`src/rtl/ttc_div_pipe.sv`:
```
// Pipelined restoring divider, one quotient bit per stage.
module ttc_div_pipe #(
    parameter int NW = 20,
    parameter int DW = 8,
    parameter int SW = 1
) (
    input  logic          i_clk,
    input  logic          i_rst_n,
    input  logic          i_valid,
    input  logic [NW-1:0] i_num,
    input  logic [DW-1:0] i_den,
    input  logic [DW-1:0] i_rem,
    input  logic [SW-1:0] i_side,
    output logic          o_valid,
    output logic [NW-1:0] o_quo,
    output logic [SW-1:0] o_side
);
    logic [NW:0]   r_v;
    logic [NW-1:0] r_nq   [0:NW];
    logic [DW-1:0] r_rem  [0:NW];
    logic [DW-1:0] r_den  [0:NW];
    logic [SW-1:0] r_side [0:NW];

    logic [DW:0]   n_trial [0:NW-1];
    logic [DW:0]   n_diff  [0:NW-1];
    logic          n_ge    [0:NW-1];

    always_comb begin
        for (int k = 0; k < NW; k++) begin
            n_trial[k] = {r_rem[k], r_nq[k][NW-1]};
            n_diff[k]  = n_trial[k] - {1'b0, r_den[k]};
            n_ge[k]    = n_trial[k] >= {1'b0, r_den[k]};
        end
    end

    always_ff @(posedge i_clk) begin
        if (!i_rst_n) begin
            r_v <= '0;
        end else begin
            r_v <= {r_v[NW-1:0], i_valid};
        end
        r_nq[0]   <= i_num;
        r_rem[0]  <= i_rem;
        r_den[0]  <= i_den;
        r_side[0] <= i_side;
        for (int k = 0; k < NW; k++) begin
            r_rem[k+1]  <= n_ge[k] ? n_diff[k][DW-1:0] : n_trial[k][DW-1:0];
            r_nq[k+1]   <= {r_nq[k][NW-2:0], n_ge[k]};
            r_den[k+1]  <= r_den[k];
            r_side[k+1] <= r_side[k];
        end
    end

    assign o_valid = r_v[NW];
    assign o_quo   = r_nq[NW];
    assign o_side  = r_side[NW];

endmodule

```
`config.mk`:
```
export PLATFORM = sky130hd
export DESIGN_NAME = ttc_div_pipe
export DESIGN_NICKNAME = d
export VERILOG_FILES = /design/src/rtl/ttc_div_pipe.sv
export SDC_FILE = /design/constraint.sdc
export NUM_CORES = 1
export LEC_CHECK = 0
export ABC_AREA = 1
export BUFFER_PORTS_ARGS = -buffer_cell sky130_fd_sc_hd__buf_2
export CORE_AREA = 3 3 215 217
export CTS_CLUSTER_DIAMETER = 200
export CTS_CLUSTER_SIZE = 40
export DETAILED_ROUTE_END_ITERATION = 12
export DIE_AREA = 0 0 218 220
export PLACE_DENSITY = 0.89
export SYNTH_ARGS = -nofsm -noshare
export SYNTH_HDL_FRONTEND = slang
export SYNTH_SLANG_ARGS = --single-unit
```
`constraint.sdc`:
```
create_clock -name i_clk -period 1.7 [get_ports i_clk]
set_input_delay 0.17 -clock i_clk [delete_from_list [all_inputs] [get_ports i_clk]]
set_output_delay 0.17 -clock i_clk [all_outputs]
set_load 0.005 [all_outputs]
```
* Word level (Yosys, flattened, before mapping)
Memories as Yosys holds them, arrays and structs flattened.
Index checks and enable logic that the tools add are counted.
** Storage, ports and cells
- Latch bits :: 0
- ROM bits :: 0
- Register bits :: 21
- Word-level logic and storage cells :: 65
- Memories :: 4
- Bits of input ports :: 40
- RAM bits :: 777
** Memories
- r_nq :: depth 21, bits a word 20, read ports 21, clocked after Yosys merged registers in 0, write ports 21, line 19 : logic [NW-1:0] r_nq [0:NW];
- r_den :: depth 21, bits a word 8, read ports 20, clocked after Yosys merged registers in 0, write ports 21, line 21 : logic [DW-1:0] r_den [0:NW];
- r_rem :: depth 21, bits a word 8, read ports 20, clocked after Yosys merged registers in 0, write ports 21, line 20 : logic [DW-1:0] r_rem [0:NW];
- r_side :: depth 21, bits a word 1, read ports 21, clocked after Yosys merged registers in 0, write ports 21, line 22 : logic [SW-1:0] r_side [0:NW];
** Operators by class
- Div/mod/pow operators :: 0
- Magnitude comparators :: 20
- Equality and inequality tests :: 0
- Reduce and logical (&&, ||, !) cells :: 0
- Bitwise gates (word level) :: 0
- Multiplexer cells :: 20
- $add $sub $neg :: 20
- $mul :: 0
- Shifts and indexed selects :: 0
** Operator list (count)
- 9-bit by 8-bit >= comparator with 1-bit output :: 20
- 8-bit two-way mux :: 20
- 8-bit subtractor :: 20

* Logic depth before layout (Yosys ltp)
- Depth in word-level cells :: 2
- Gate-level depth with buffers :: 11
- Mapped depth without buffers :: 11

* Worst setup path before layout
OpenSTA, ideal clock, no wires.
- Kind :: register -> register
- From :: mem r_den[9][2], in the netlist r_den[1][10]
- To :: mem r_rem[10][7], in the netlist r_rem[2][23]
- Cell stages (with the launch flop) :: 10
- Setup time :: 0.112 ns
- Clock period less this slack :: 1.516 ns
- Data required time :: 1.588 ns
- Slack :: 0.184 ns
- Buffers on the path :: 0
- Arrival :: 1.403 ns
- Cells stage by stage :: dfxtp_1 inv_1 ha_1 or2_4 nand3b_4 nand2_2 nand2_2 nand2_4 nand2_1 nand2_1
** RTL lines (line)
- from (decl) :: 21
- to (decl) :: 20

==> reports/summary.log <==
qor: outcome.outcome finished, violations left
qor: outcome.failing_checks negative setup slack
qor: worst_setup_path.critical_path_arrival 2200 ps
qor: place.place_area 28,300 um^2
qor: floorplan.placementRows 77
qor: place.place.detailed.hpwl 34,600 um
qor: logic_synthesis.postSynthRegisterBits 782
qor: logic_synthesis.synth.cell_area 27,100 um^2
qor: global_routing.via_count_of_the_first_global_routing_pass 17,600
qor: floorplan.fp.coreArea 44,300 um^2
qor: global_routing.grt_start_max_net_pins 41
qor: routing.avgRoutedWirePerCell 13.6 um
qor: layout.antennaDiodeCount 0
qor: timing.fin_worst_skew 29.2 ps
qor: logic_synthesis.ys_async_rst_share 0
qor: layout.final_net_count 3,382
qor: layout.layout.cells.most_common sky130_fd_sc_hd__nand2_1
qor: timing.final_min_period_over_clock_period 1.01
qor: worst_setup_path.timing.critical_path.fanout_max 8
qor: routing.route.vias.total 18,700
qor: clocking.cts_tree done
qor: clocking.cts_root_buffer sky130_fd_sc_hd__clkbuf_16
qor: clocking.clk_latency_worst_skew_pair 610 ps
qor: layout.fin_area 30,900 um^2
qor: clocking.clk_pin_slew_worst_paths 140 ps
qor: layout.post_route_cells_drive_above_1_share 0.161
qor: routing.initialDrtViolationCount 1,233
qor: layout.fillerInstances 3,174
qor: logic_synthesis.distinct_cell_type_count_of_the_synthesized_netlist 32
qor: logic_synthesis.mappedNetlistNets 3,182
qor: logic_synthesis.netlist.area_leader.share 0.578
qor: floorplan.design.die.area 48,000 um^2
qor: clocking.cts-buffers-inserted 23
qor: run.cap_viol_max_count 0
qor: timing.layout_setup_ws -11.0 ps
qor: timing.minimum_clock_period 1710 ps
qor: floorplan.io_pins 62
qor: routing.vias_per_cell 4.99
qor: timing.setup_viol 3
qor: timing.relSlewSlack 0.750
qor: layout.mostFrequentLayoutCells 829 x sky130_fd_sc_hd__nand2_1, 709 x sky130_fd_sc_hd__dfxtp_1, 454 x sky130_fd_sc_hd__inv_1
qor: global_routing.grt_first_pass_wirelength 78,800 um
qor: timing.fin_tns_setup -21.3 ps
qor: timing.hold_violations 0
qor: hold_path.hold_class primary input to register
qor: clocking.clock_h_tree_levels 1
qor: floorplan.die_height 220 um
qor: clocking.max-clock-path-buffers 3
qor: logic_synthesis.yosys_warnings 0
qor: worst_setup_path.startpoint_type register
qor: logic_synthesis.synth.yosys.seq_area_share 0.578
qor: logic_synthesis.synth_largest_area_cell sky130_fd_sc_hd__dfxtp_1
qor: worst_setup_path.critPathKind register to register
qor: pwr.static_leakage_power 0.0157 uW
qor: logic_synthesis.postSynth.topFlopCell sky130_fd_sc_hd__dfxtp_1
qor: timing.maxSlewViolCount 0
qor: layout.final_core_utilization 0.698
qor: routing.totalWireLength 51,200 um
qor: clocking.num_clock_sinks 782
qor: floorplan.die-width 218 um
qor: pwr.ir_drop 1.47 mV
qor: worst_setup_path.timing.critical_path.required 2190 ps
qor: pwr.power-per-cell-area 1820 nW/um^2
qor: worst_setup_path.endpoint_kind register
qor: timing.worst_pin_slew 373 ps
qor: global_routing.grt_antenna_before_repair 0
qor: logic_synthesis.synth-edff-count 0
qor: logic_synthesis.postSynthCellCount 2,963
qor: global_routing.grt_remaining_overflow 0
qor: global_routing.globalRouteTotalUtil 0.195
qor: floorplan.start_util 0.611
qor: routing.antenna_violating_nets_post_route 0
qor: logic_synthesis.post_synth_main_area_contributors sky130_fd_sc_hd__dfxtp_1 58%, sky130_fd_sc_hd__nand2_1 12%, sky130_fd_sc_hd__ha_1 7.4%, sky130_fd_sc_hd__inv_1 6.4%, sky130_fd_sc_hd__nand3_1 5.1%
qor: routing.drc 0
qor: routing.first_pass_iteration_count_of_the_detailed_router 5
qor: timing.timing_limited_maximum_frequency 0.584 GHz
qor: logic_synthesis.syn_avg_cell_area 9.13 um^2
qor: place.port_buffers 61
qor: layout.syn2layout_area_growth 14.3%
qor: place.routabilityCongestion 0.921
-- sequential cells by signal, indices dropped and copies added (netlist names) --
name    flops
r_side     21
r_rem     160
r_den     160
r_v        21
r_nq      420
-- path summary, 6_finish.rpt --
kind / start / to / slack, ps / cells after the start
min reg2reg: r_nq[1][22] / r_nq[1][43] / 330 / 0
max: r_den[0][29] / r_rem[1][3] / -10 / 9
max reg2reg: r_den[0][29] / r_rem[1][3] / -10 / 9
min: i_num[2] / r_nq[0][2] / 190 / 2
-- critical path, stage by stage, from the launching register on --
cell and delay [ps]:
sky130_fd_sc_hd__dfxtp_1 420, sky130_fd_sc_hd__inv_1 110, sky130_fd_sc_hd__ha_4 310, sky130_fd_sc_hd__nand2_1 110, sky130_fd_sc_hd__nor3_2 150, sky130_fd_sc_hd__buf_4 150
sky130_fd_sc_hd__nand2_4 90, sky130_fd_sc_hd__buf_4 160, sky130_fd_sc_hd__nand3_1 60, sky130_fd_sc_hd__nand2_1 60
-- power by group --
part / switching (uW) / internal (uW) / total, uW
registers: 2520 / 23100 / 25700
clock network: 4940 / 2520 / 7460
logic: 13500 / 9860 / 23300
total: 20900 / 35500 / 56400
-- through the flow --
step	setup slack (ps)	total power (uW)	cells	hold slack, ps
after global routing	-54.3	60700	3755	157
final	-11.0	56400	3755	194
after global placement	-41.9	45100	3641	272
after detailed placement	-63.2	45800	3641	274
after CTS	0.0824	53500	3710	156
after floorplan	184	40700	2963	198
-- Yosys cell counts (2+ instances only) --
master	number
sky130_fd_sc_hd__nor2_1	101
sky130_fd_sc_hd__xnor2_1	22
sky130_fd_sc_hd__inv_1	459
sky130_fd_sc_hd__nor3_1	22
sky130_fd_sc_hd__nand2_2	8
sky130_fd_sc_hd__clkbuf_1	2
sky130_fd_sc_hd__nor2_4	6
sky130_fd_sc_hd__nand3_1	274
sky130_fd_sc_hd__clkinv_1	9
sky130_fd_sc_hd__nor2_2	7
sky130_fd_sc_hd__fa_1	19
sky130_fd_sc_hd__buf_4	25
sky130_fd_sc_hd__buf_6	7
sky130_fd_sc_hd__nand2_1	853
sky130_fd_sc_hd__buf_2	5
sky130_fd_sc_hd__a21oi_2	12
sky130_fd_sc_hd__nand2_4	34
sky130_fd_sc_hd__nand4_1	37
sky130_fd_sc_hd__a21oi_1	63
sky130_fd_sc_hd__a21oi_4	4
sky130_fd_sc_hd__xor2_1	35
sky130_fd_sc_hd__or2_1	2
sky130_fd_sc_hd__ha_1	160
sky130_fd_sc_hd__dfxtp_1	782
sky130_fd_sc_hd__nand3b_1	8
-- what timing repair did --
action | CTS | global route
gates resized for setup | 20 | 257
pin swaps | 3 | 47
setup buffers | 2 | 34
hold endpoints to repair | 58 | 0
cloned | 2 | 12
hold buffers | 40 | 0
endpoints found under the setup margin | 52 | 164
-- area by class of cell --
class	count	area (um^2)	share of cell area
multi-input combinational	1688	10500	0.341
clock buffer	23	576	0.0186
sequential	782	15700	0.509
timing repair buffer	200	1540	0.0498
inverter	468	1760	0.0568
clock inverter	2	28.8	0.000930
tap	592	741	0.0239
-- per-layer routing --
metal	vias up	track usage	wire length, um
met4	0	0.0581	1540
met1	8563	0.243	21200
met5	-	0	0
met2	503	0.356	26100
li1	9515	-	-
met3	138	0.0203	2240
-- logic make-up (layout without fill, tap and decap cells) --
group | Yosys count | count (layout) | synth area share
AND/OR/NAND/NOR | 1358 | 1372 | 0.221
flip-flops | 782 | 782 | 0.578
buffers and inverters | 507 | 693 | 0.0760
adder cells (fa/ha/maj) | 179 | 179 | 0.0880
AO/OA/AOI/OAI | 80 | 80 | 0.0181
XOR/XNOR | 57 | 57 | 0.0184
(Power assumes the default switching activity.)
